$ cat src/sv/ffa_pkg.sv
// Shared types and constants of the first-fit free-list allocator.
// Used by the interfaces, the controller, the datapath and the top level.
package ffa_pkg;

    localparam int HEAP_WORDS = 16384;
    localparam int HEAP_AW    = $clog2(HEAP_WORDS);
    localparam int CNT_W      = $clog2(HEAP_WORDS + 1);
    localparam int IDX_W      = 36;
    localparam int BYTES_W    = 17;
    localparam int ASZ_W      = 16;

    typedef logic [31:0]      word_t;
    typedef logic [IDX_W-1:0] idx_t;

    localparam idx_t  HEAP_LIM  = IDX_W'(HEAP_WORDS);
    localparam word_t INIT_WORD = 32'(0 - HEAP_WORDS);

    typedef enum logic [5:0] {
        OP_NONE,
        OP_CLR,
        OP_LATCH,
        OP_A_INIT,
        OP_RD_T,
        OP_CAP_H,
        OP_RD_TAIL,
        OP_RD_LINK,
        OP_FOLLOW,
        OP_WH_HDR,
        OP_WH_FTR,
        OP_SP_HDR,
        OP_SP_FTR,
        OP_SP_AHDR,
        OP_SP_AFTR,
        OP_U_RD1,
        OP_U_RD2,
        OP_U_CAPN,
        OP_U_FIX,
        OP_U_FIX2,
        OP_R_CHK,
        OP_R_CAPS,
        OP_R_RDFTR,
        OP_R_WHDR,
        OP_R_WFTR,
        OP_R_PNEXT,
        OP_R_PPREV,
        OP_R_PHEAD,
        OP_R_RDH,
        OP_R_CAPR,
        OP_R_RDR,
        OP_R_SETJ,
        OP_L_RD,
        OP_L_CAPF,
        OP_L_RDB,
        OP_J_RD,
        OP_J_CAP,
        OP_J_RDR,
        OP_J_SUM,
        OP_J_WHDR,
        OP_J_WFTR,
        OP_FIN_OK,
        OP_FIN_BASE,
        OP_FIN_FAIL
    } op_t;

    typedef struct packed {
        op_t  op;
        logic accept;
    } cmd_t;

    typedef struct packed {
        logic in_valid;
        logic clr_last;
        logic is_release;
        logic zero_bytes;
        logic walk_end;
        logic fit;
        logic whole;
        logic pv;
        logic nv;
        logic rel_bad;
        logic size_bad;
        logic ftr_mismatch;
        logic rd_neg;
        logic r_in_heap;
        logic hdr_zero;
        logic left_ok;
        logic out_free;
    } stat_t;

endpackage

$ cat src/sv/ffa_ctl.sv
// Sequencer of the allocator: steps the datapath through clearing,
// allocation walks, releases, merges and list unlinks. Depends on ffa_pkg.
module ffa_ctl import ffa_pkg::*; (
    input  logic  clk,
    input  logic  rst_n,
    input  stat_t st,
    output cmd_t  cmd
);

    typedef enum logic [5:0] {
        S_CLR, S_IDLE, S_DISP,
        S_A0, S_A_LOOP, S_A_HDR, S_A_TEST, S_A_NEXT, S_A_WH1, S_A_WH2,
        S_A_SP2, S_A_SP3, S_A_SP4,
        S_U1, S_U2, S_U3, S_U4, S_U5,
        S_R0, S_R_CAPS, S_R_TST, S_R_CMP, S_R_WFTR, S_R_PNEXT, S_R_PPREV,
        S_R_PHEAD, S_R_RDH, S_R_CAPR, S_R_RCHK, S_R_RTST,
        S_L1, S_L2, S_L3, S_L4,
        S_J1, S_J2, S_J3, S_J4, S_J5, S_J6,
        S_FIN_OK, S_FIN_BASE, S_FIN_FAIL
    } state_t;

    typedef enum logic [1:0] {
        CTX_ALLOC,
        CTX_RIGHT,
        CTX_LEFT
    } ctx_t;

    state_t state_reg, state_next;
    ctx_t   ctx_reg, ctx_next;

    always_comb
    begin
        state_next = state_reg;
        ctx_next   = ctx_reg;
        cmd.op     = OP_NONE;
        cmd.accept = 1'b0;
        case (state_reg)
            S_CLR:
            begin
                cmd.op = OP_CLR;
                if (st.clr_last)
                begin
                    state_next = S_IDLE;
                end
            end
            S_IDLE:
            begin
                cmd.accept = 1'b1;
                if (st.in_valid)
                begin
                    cmd.op     = OP_LATCH;
                    state_next = S_DISP;
                end
            end
            S_DISP:     state_next = st.is_release ? S_R0 : S_A0;
            S_A0:
            begin
                if (st.zero_bytes)
                begin
                    state_next = S_FIN_BASE;
                end
                else
                begin
                    cmd.op     = OP_A_INIT;
                    state_next = S_A_LOOP;
                end
            end
            S_A_LOOP:
            begin
                if (st.walk_end)
                begin
                    state_next = S_FIN_FAIL;
                end
                else
                begin
                    cmd.op     = OP_RD_T;
                    state_next = S_A_HDR;
                end
            end
            S_A_HDR:
            begin
                cmd.op     = OP_CAP_H;
                state_next = S_A_TEST;
            end
            S_A_TEST:
            begin
                if (st.fit && st.whole)
                begin
                    cmd.op     = OP_RD_TAIL;
                    state_next = S_A_WH1;
                end
                else if (st.fit)
                begin
                    cmd.op     = OP_SP_HDR;
                    state_next = S_A_SP2;
                end
                else
                begin
                    cmd.op     = OP_RD_LINK;
                    state_next = S_A_NEXT;
                end
            end
            S_A_NEXT:
            begin
                cmd.op     = OP_FOLLOW;
                state_next = S_A_LOOP;
            end
            S_A_WH1:
            begin
                cmd.op     = OP_WH_HDR;
                state_next = S_A_WH2;
            end
            S_A_WH2:
            begin
                cmd.op     = OP_WH_FTR;
                ctx_next   = CTX_ALLOC;
                state_next = S_U1;
            end
            S_A_SP2:
            begin
                cmd.op     = OP_SP_FTR;
                state_next = S_A_SP3;
            end
            S_A_SP3:
            begin
                cmd.op     = OP_SP_AHDR;
                state_next = S_A_SP4;
            end
            S_A_SP4:
            begin
                cmd.op     = OP_SP_AFTR;
                state_next = S_FIN_OK;
            end
            S_U1:
            begin
                cmd.op     = OP_U_RD1;
                state_next = S_U2;
            end
            S_U2:
            begin
                cmd.op     = OP_U_RD2;
                state_next = S_U3;
            end
            S_U3:
            begin
                cmd.op     = OP_U_CAPN;
                state_next = S_U4;
            end
            S_U4, S_U5:
            begin
                cmd.op = (state_reg == S_U4) ? OP_U_FIX : OP_U_FIX2;
                if (state_reg == S_U4 && st.pv && st.nv)
                begin
                    state_next = S_U5;
                end
                else if (ctx_reg == CTX_RIGHT)
                begin
                    state_next = S_L1;
                end
                else
                begin
                    state_next = S_FIN_OK;
                end
            end
            S_R0:
            begin
                if (st.rel_bad)
                begin
                    state_next = S_FIN_FAIL;
                end
                else
                begin
                    cmd.op     = OP_R_CHK;
                    state_next = S_R_CAPS;
                end
            end
            S_R_CAPS:
            begin
                cmd.op     = OP_R_CAPS;
                state_next = S_R_TST;
            end
            S_R_TST:
            begin
                if (st.size_bad)
                begin
                    state_next = S_FIN_FAIL;
                end
                else
                begin
                    cmd.op     = OP_R_RDFTR;
                    state_next = S_R_CMP;
                end
            end
            S_R_CMP:
            begin
                if (st.ftr_mismatch)
                begin
                    state_next = S_FIN_FAIL;
                end
                else
                begin
                    cmd.op     = OP_R_WHDR;
                    state_next = S_R_WFTR;
                end
            end
            S_R_WFTR:
            begin
                cmd.op     = OP_R_WFTR;
                state_next = S_R_PNEXT;
            end
            S_R_PNEXT:
            begin
                cmd.op     = OP_R_PNEXT;
                state_next = S_R_PPREV;
            end
            S_R_PPREV:
            begin
                cmd.op     = OP_R_PPREV;
                state_next = S_R_PHEAD;
            end
            S_R_PHEAD:
            begin
                cmd.op     = OP_R_PHEAD;
                state_next = S_R_RDH;
            end
            S_R_RDH:
            begin
                cmd.op     = OP_R_RDH;
                state_next = S_R_CAPR;
            end
            S_R_CAPR:
            begin
                cmd.op     = OP_R_CAPR;
                state_next = S_R_RCHK;
            end
            S_R_RCHK:
            begin
                if (st.r_in_heap)
                begin
                    cmd.op     = OP_R_RDR;
                    state_next = S_R_RTST;
                end
                else
                begin
                    state_next = S_L1;
                end
            end
            S_R_RTST:
            begin
                if (st.rd_neg)
                begin
                    cmd.op     = OP_R_SETJ;
                    ctx_next   = CTX_RIGHT;
                    state_next = S_J1;
                end
                else
                begin
                    state_next = S_L1;
                end
            end
            S_L1:
            begin
                if (st.hdr_zero)
                begin
                    state_next = S_FIN_OK;
                end
                else
                begin
                    cmd.op     = OP_L_RD;
                    state_next = S_L2;
                end
            end
            S_L2:
            begin
                cmd.op     = OP_L_CAPF;
                state_next = S_L3;
            end
            S_L3:
            begin
                if (st.left_ok)
                begin
                    cmd.op     = OP_L_RDB;
                    state_next = S_L4;
                end
                else
                begin
                    state_next = S_FIN_OK;
                end
            end
            S_L4:
            begin
                if (st.rd_neg)
                begin
                    ctx_next   = CTX_LEFT;
                    state_next = S_J1;
                end
                else
                begin
                    state_next = S_FIN_OK;
                end
            end
            S_J1:
            begin
                cmd.op     = OP_J_RD;
                state_next = S_J2;
            end
            S_J2:
            begin
                cmd.op     = OP_J_CAP;
                state_next = S_J3;
            end
            S_J3:
            begin
                cmd.op     = OP_J_RDR;
                state_next = S_J4;
            end
            S_J4:
            begin
                cmd.op     = OP_J_SUM;
                state_next = S_J5;
            end
            S_J5:
            begin
                cmd.op     = OP_J_WHDR;
                state_next = S_J6;
            end
            S_J6:
            begin
                cmd.op     = OP_J_WFTR;
                state_next = S_U1;
            end
            S_FIN_OK, S_FIN_BASE, S_FIN_FAIL:
            begin
                // The result register must be free before it is loaded.
                if (st.out_free)
                begin
                    case (state_reg)
                        S_FIN_OK:   cmd.op = OP_FIN_OK;
                        S_FIN_BASE: cmd.op = OP_FIN_BASE;
                        default:    cmd.op = OP_FIN_FAIL;
                    endcase
                    state_next = S_IDLE;
                end
            end
            default:    state_next = S_IDLE;
        endcase
    end

    always_ff @(posedge clk or negedge rst_n)
    begin
        if (!rst_n)
        begin
            state_reg <= S_CLR;
            ctx_reg   <= CTX_ALLOC;
        end
        else
        begin
            state_reg <= state_next;
            ctx_reg   <= ctx_next;
        end
    end

endmodule

$ cat config.mk
export PLATFORM = sky130hd
export DESIGN_NAME = ffa_ctl
export DESIGN_NICKNAME = d
export VERILOG_FILES = /design/src/sv/ffa_pkg.sv /design/src/sv/ffa_ctl.sv
export SDC_FILE = /design/constraint.sdc
export NUM_CORES = 1
export LEC_CHECK = 0
export BUFFER_PORTS_ARGS = -buffer_cell sky130_fd_sc_hd__buf_2
export CORE_MARGIN = 10
export CORE_UTILIZATION = 50
export DETAILED_ROUTE_END_ITERATION = 7
export GPL_TIMING_DRIVEN = 1
export PLACE_DENSITY = 0.71
export SYNTH_ARGS = -nofsm -noshare
export SYNTH_HDL_FRONTEND = slang
export SYNTH_SLANG_ARGS = --single-unit
$ cat constraint.sdc
create_clock -name clk -period 2 [get_ports clk]
set_input_delay 0 -clock clk [delete_from_list [all_inputs] [get_ports clk]]
set_output_delay 0 -clock clk [all_outputs]
set_load 0.01 [all_outputs]
Word-level counts from Yosys, hierarchy flattened
Index checks and enable logic that the tools add are counted.

Reductions and logical operators: 10. Multiplexer cells: 39. Eq/ne operators: 48.

Operator list (number): case mux 6 bit (39 select lines) (1); case mux 6 bit (38 select lines) (1); equality test 6 x 5 -> 1 bit, second input constant (16); two-way mux 6 bit (15); equality test 6 bit, second input constant (11); equality test 6 x 4 -> 1 bit, second input constant (8); two-way mux 5 bit (6); equality test 6 x 3 -> 1 bit, second input constant (4); two-way mux 4 bit (6); equality test 6 x 2 -> 1 bit, second input constant (2); two-way mux 2 bit (5); != test 2 bit, second input constant (5); equality test 6 x 1 -> 1 bit, second input constant (1); zero test 6 bit (1); case mux 2 bit (3 select lines) (1); AND reduction 3 bit (2); case mux 2 bit (2 select lines) (1); OR reduction 2 bit (2); logical AND 1 bit (3); two-way mux 3 bit (1); nonzero test 3 bit (1); OR reduction 3 bit (1); equality test 2 x 1 -> 1 bit, second input constant (1); two-way mux 1 bit (2).

Input bits: 19. Output and inout port bits: 7. Logic and storage cells: 99. Flip-flop bits (word level): 8.

Longest topological paths before layout
Word-level depth: 5. Depth in mapped cells: 8. Gate-level depth less buffers: 5.

Worst setup path before layout
Ideal clock, no wire load.

Path type: reg2reg. Start: register state_reg[3]. End: register state_reg[0]. Path slack: 311 ps. Data required time: 1858 ps. Cell stages (with the launch flop): 6. Period minus slack after synthesis: 1689 ps. Data arrival time: 1548 ps. Path buffers: 1. Path through: dfrtp_1 or4_1 buf_2 or3_1 a21oi_2 a41oi_2.

Cells in the longest elaborated chain, start to end: 5. Elaborated cells on any way between the ends: 54. Those cells by class: 45 x eq/ne; 2 x mux; 7 x reduce/logical.

RTL lines: from (decl) (RTL line ffa_ctl.sv:28) `state_t state_reg, state_next;`; from (signal assigned) (RTL line ffa_ctl.sv:358) `state_reg <= state_next;`; equality test 6 x 5 -> 1 bit (RTL line ffa_ctl.sv:37, ffa_ctl.sv:152); logical AND 1 bit (2 in a row) (RTL line ffa_ctl.sv:152) `if (state_reg == S_U4 && st.pv && st.nv)`; two-way mux 6 bit (RTL line ffa_ctl.sv:152); case mux 6 bit (39 select lines) (RTL line ffa_ctl.sv:37) `case (state_reg)`.

Parallel ways exist; a longest one is shown, timed or not. A chain may end at the register's enable or synchronous reset.

==> metrics.yaml <==
grt_antenna_before_repair: 0
ir_drop_v: 0.000960
syn_area_um2: 1640
worst_clock_skew_ns: 0.0102
synthToLayoutAreaGrowth_pct: 32.8
dr.first_iter.drc_count: 422
fmax_mhz: 475
portBuffers: 25
grt_pass1_vias: 2183
cts_tree: "done"
fin_nets: 311
cts_buffer_depth: 2
synth_top_family_by_area: "compound AO/OA/AOI/OAI gates"
synthFlopType: "dfrtp_1"
syn_nets: 257
finalSetupViolations: 6
routedWlPerCell_um: 22.0
vias_per_cell: 7.06
detail-route-antenna-nets: 0
synth-edff-count: 0
hold_viol_final: 0
crit_type: "reg -> out"
synth_compound_area_share_pct: 37.1
grt_usage_pct: 22.2
rsz0062_at_grt: "true"
die_y_um: 77.3
start_util_pct: 52.9
fp.dieArea_um2: 5970
synthXorXnorAreaFrac_pct: 0
postSynthAreaPerCell_um2: 6.89
cts_buffers: 3
synthDistinctLibCells: 60
synth-simple-area-share_pct: 36.8
drive_gt1_share_pct: 36.6
wirelength_mm: 7.35
endpoint_kind: "output port"
layout_min_cycle_time_ns: 2.10
maxCapViolations: 0
clk-insertion-delay-late_ns: 0.27
drv_slew: 0
rows: 20
setup_tns_ns: -0.202
synth_warnings: 0
largest_reg_flops: 6
drc: 0
die_w_um: 77.3
p_leak_nw: 0.881
firstDrtPassIters: 5
worstPathArrival_ns: 2.10
grt_max_degree: 21
path_max_fanout: 10
power_w: 0.00354
synthMuxAreaShare_pct: 4.50
synthArstFlopShare_pct: 100
crit_path_start_kind: "register"
finalCritPeriodShare_pct: 105
vias: 2357
dp_hpwl_mm: 5.31
slew_headroom_pct: 65.0
required_ns: 2.00
htreeDepth: 1
yosysSeqAreaShare_pct: 12.2
worstHoldPathType: "in -> reg"
core_um2: 3100
worstMarginPinSlew_ns: 0.525
diodes: 0
clock-sinks: 8
fin_ws_ns: -0.105
ios: 26
power_density_nw_per_um2: 1630
grt_pass1_wl_mm: 11.0
cts_root_buf: "clkbuf_4"
synthAdderAreaFrac_pct: 0
ys_ff_latch: 8
clk_pin_slew_ns: 0.06
grt_overflow: 0
status: "complete, but fails checks"
gp_congestion: 1.08
violations: "setup timing"
synthCells: 238
cells in the mapped netlist, types with 5 or more instances:
| library cell | instances | area [um^2] |
|---|---|---|
| buf_2 | 12 | 60.1 |
| nand2_1 | 22 | 82.6 |
| nand3_1 | 9 | 45.0 |
| dfrtp_1 | 8 | 200 |
| nor2_1 | 22 | 82.6 |
| inv_1 | 7 | 26.3 |
| a221oi_1 | 5 | 43.8 |
| nor3_1 | 5 | 25.0 |
| or3_1 | 5 | 31.3 |
| nor2b_1 | 9 | 56.3 |
| nor4_1 | 7 | 43.8 |
| a21oi_1 | 23 | 115 |
| o21ai_0 | 10 | 50.1 |
| buf_4 | 6 | 45.0 |
| nand2b_1 | 6 | 37.5 |
where the power goes:
group | switching (W) | internal [W]
Combinational | 0.00176 | 0.00129
Sequential | 0.000121 | 0.000245
Clock | 0.0000614 | 0.0000691
Total | 0.00194 | 0.00160
routing by layer:
| metal | share of wire, % | GRT usage, % | up-vias |
|---|---|---|---|
| met2 | 44 | 33.8 | 234 |
| li1 | - | - | 1025 |
| met3 | 13 | 6.76 | 64 |
| met5 | 0 | 0 | - |
| met4 | 6.5 | 13.7 | 0 |
| met1 | 37 | 26.5 | 1034 |
layout make-up:
cell class | instances | area, um^2
Timing Repair Buffer | 71 | 509
Fill cell | 280 | 925
Tap cell | 44 | 55.1
Clock buffer | 3 | 22.5
Multi-Input combinational cell | 201 | 1360
Sequential cell | 8 | 206
Inverter | 7 | 30.0
layout by cell type, fill, tap and decap left out, drive strengths merged, types with 4 or more instances in the layout:
cell    synthesis  routed
a21oi          24      24
a221oi          5       5
buf            19      70
dfrtp           8       8
inv             7       6
mux2i           4       4
nand2          22      22
nand2b          8       8
nand3           9       9
nor2           22      22
nor2b           9       9
nor3            6       6
nor4            7       7
o21ai          14      14
o22ai           4       4
o32a            4       4
or2             4       4
or3             5       5
final timing paths:
check                                          from                       end  slack [ns]  depth (start not counted)
max                        state_reg[1]$_DFFE_PN0P_                    cmd[5]       -0.10                          7
min                                           st[2]  state_reg[5]$_DFFE_PN0P_        0.09                          3
max reg2reg                state_reg[5]$_DFFE_PN0P_  state_reg[4]$_DFFE_PN0P_        0.05                          7
min reg2reg                  ctx_reg[1]$_DFFE_PN0P_    ctx_reg[1]$_DFFE_PN0P_        0.49                          1
max in group asynchronous                     rst_n  state_reg[5]$_DFFE_PN0P_        1.70                          2
min in group asynchronous                     rst_n  state_reg[2]$_DFFE_PN0P_        0.10                          2
worst max-delay path, stage by stage, from the launching register on:
cell and delay [ns]:
dfrtp_2 0.48, buf_4 0.18, nor2b_1 0.30, a22oi_1 0.15, o21ai_0 0.28, a32oi_1 0.11, o21ai_0 0.18, buf_2 0.16
cell families after synthesis:
logic type | after synthesis
mux | 7
flops | 8
buf+inv | 29
compound gates | 85
simple gates | 109
what timing repair did:
item	4_1_cts	5_1_grt
resized for setup	11	12
setup endpoints to repair	5	8
hold endpoints to repair	8	0
pin swaps	0	3
buffers inserted	3	7
hold buffers	1	0
per-stage QoR:
step | util, % | area, um^2 | worst slack, ns | cells | hold slack [ns]
global placement | 63.8 | 1980 | 0.0223 | 320 | -0.152
finish | 70.2 | 2180 | -0.105 | 334 | 0.0932
detailed placement | 63.8 | 1980 | 0.101 | 320 | -0.149
global route | 70.2 | 2180 | -0.0748 | 334 | 0.118
CTS | 66.8 | 2070 | -0.00615 | 327 | 0.0795
floorplan | - | 1640 | 0.311 | 238 | -0.296
No activity file was read; power rests on OpenSTA's default activity.
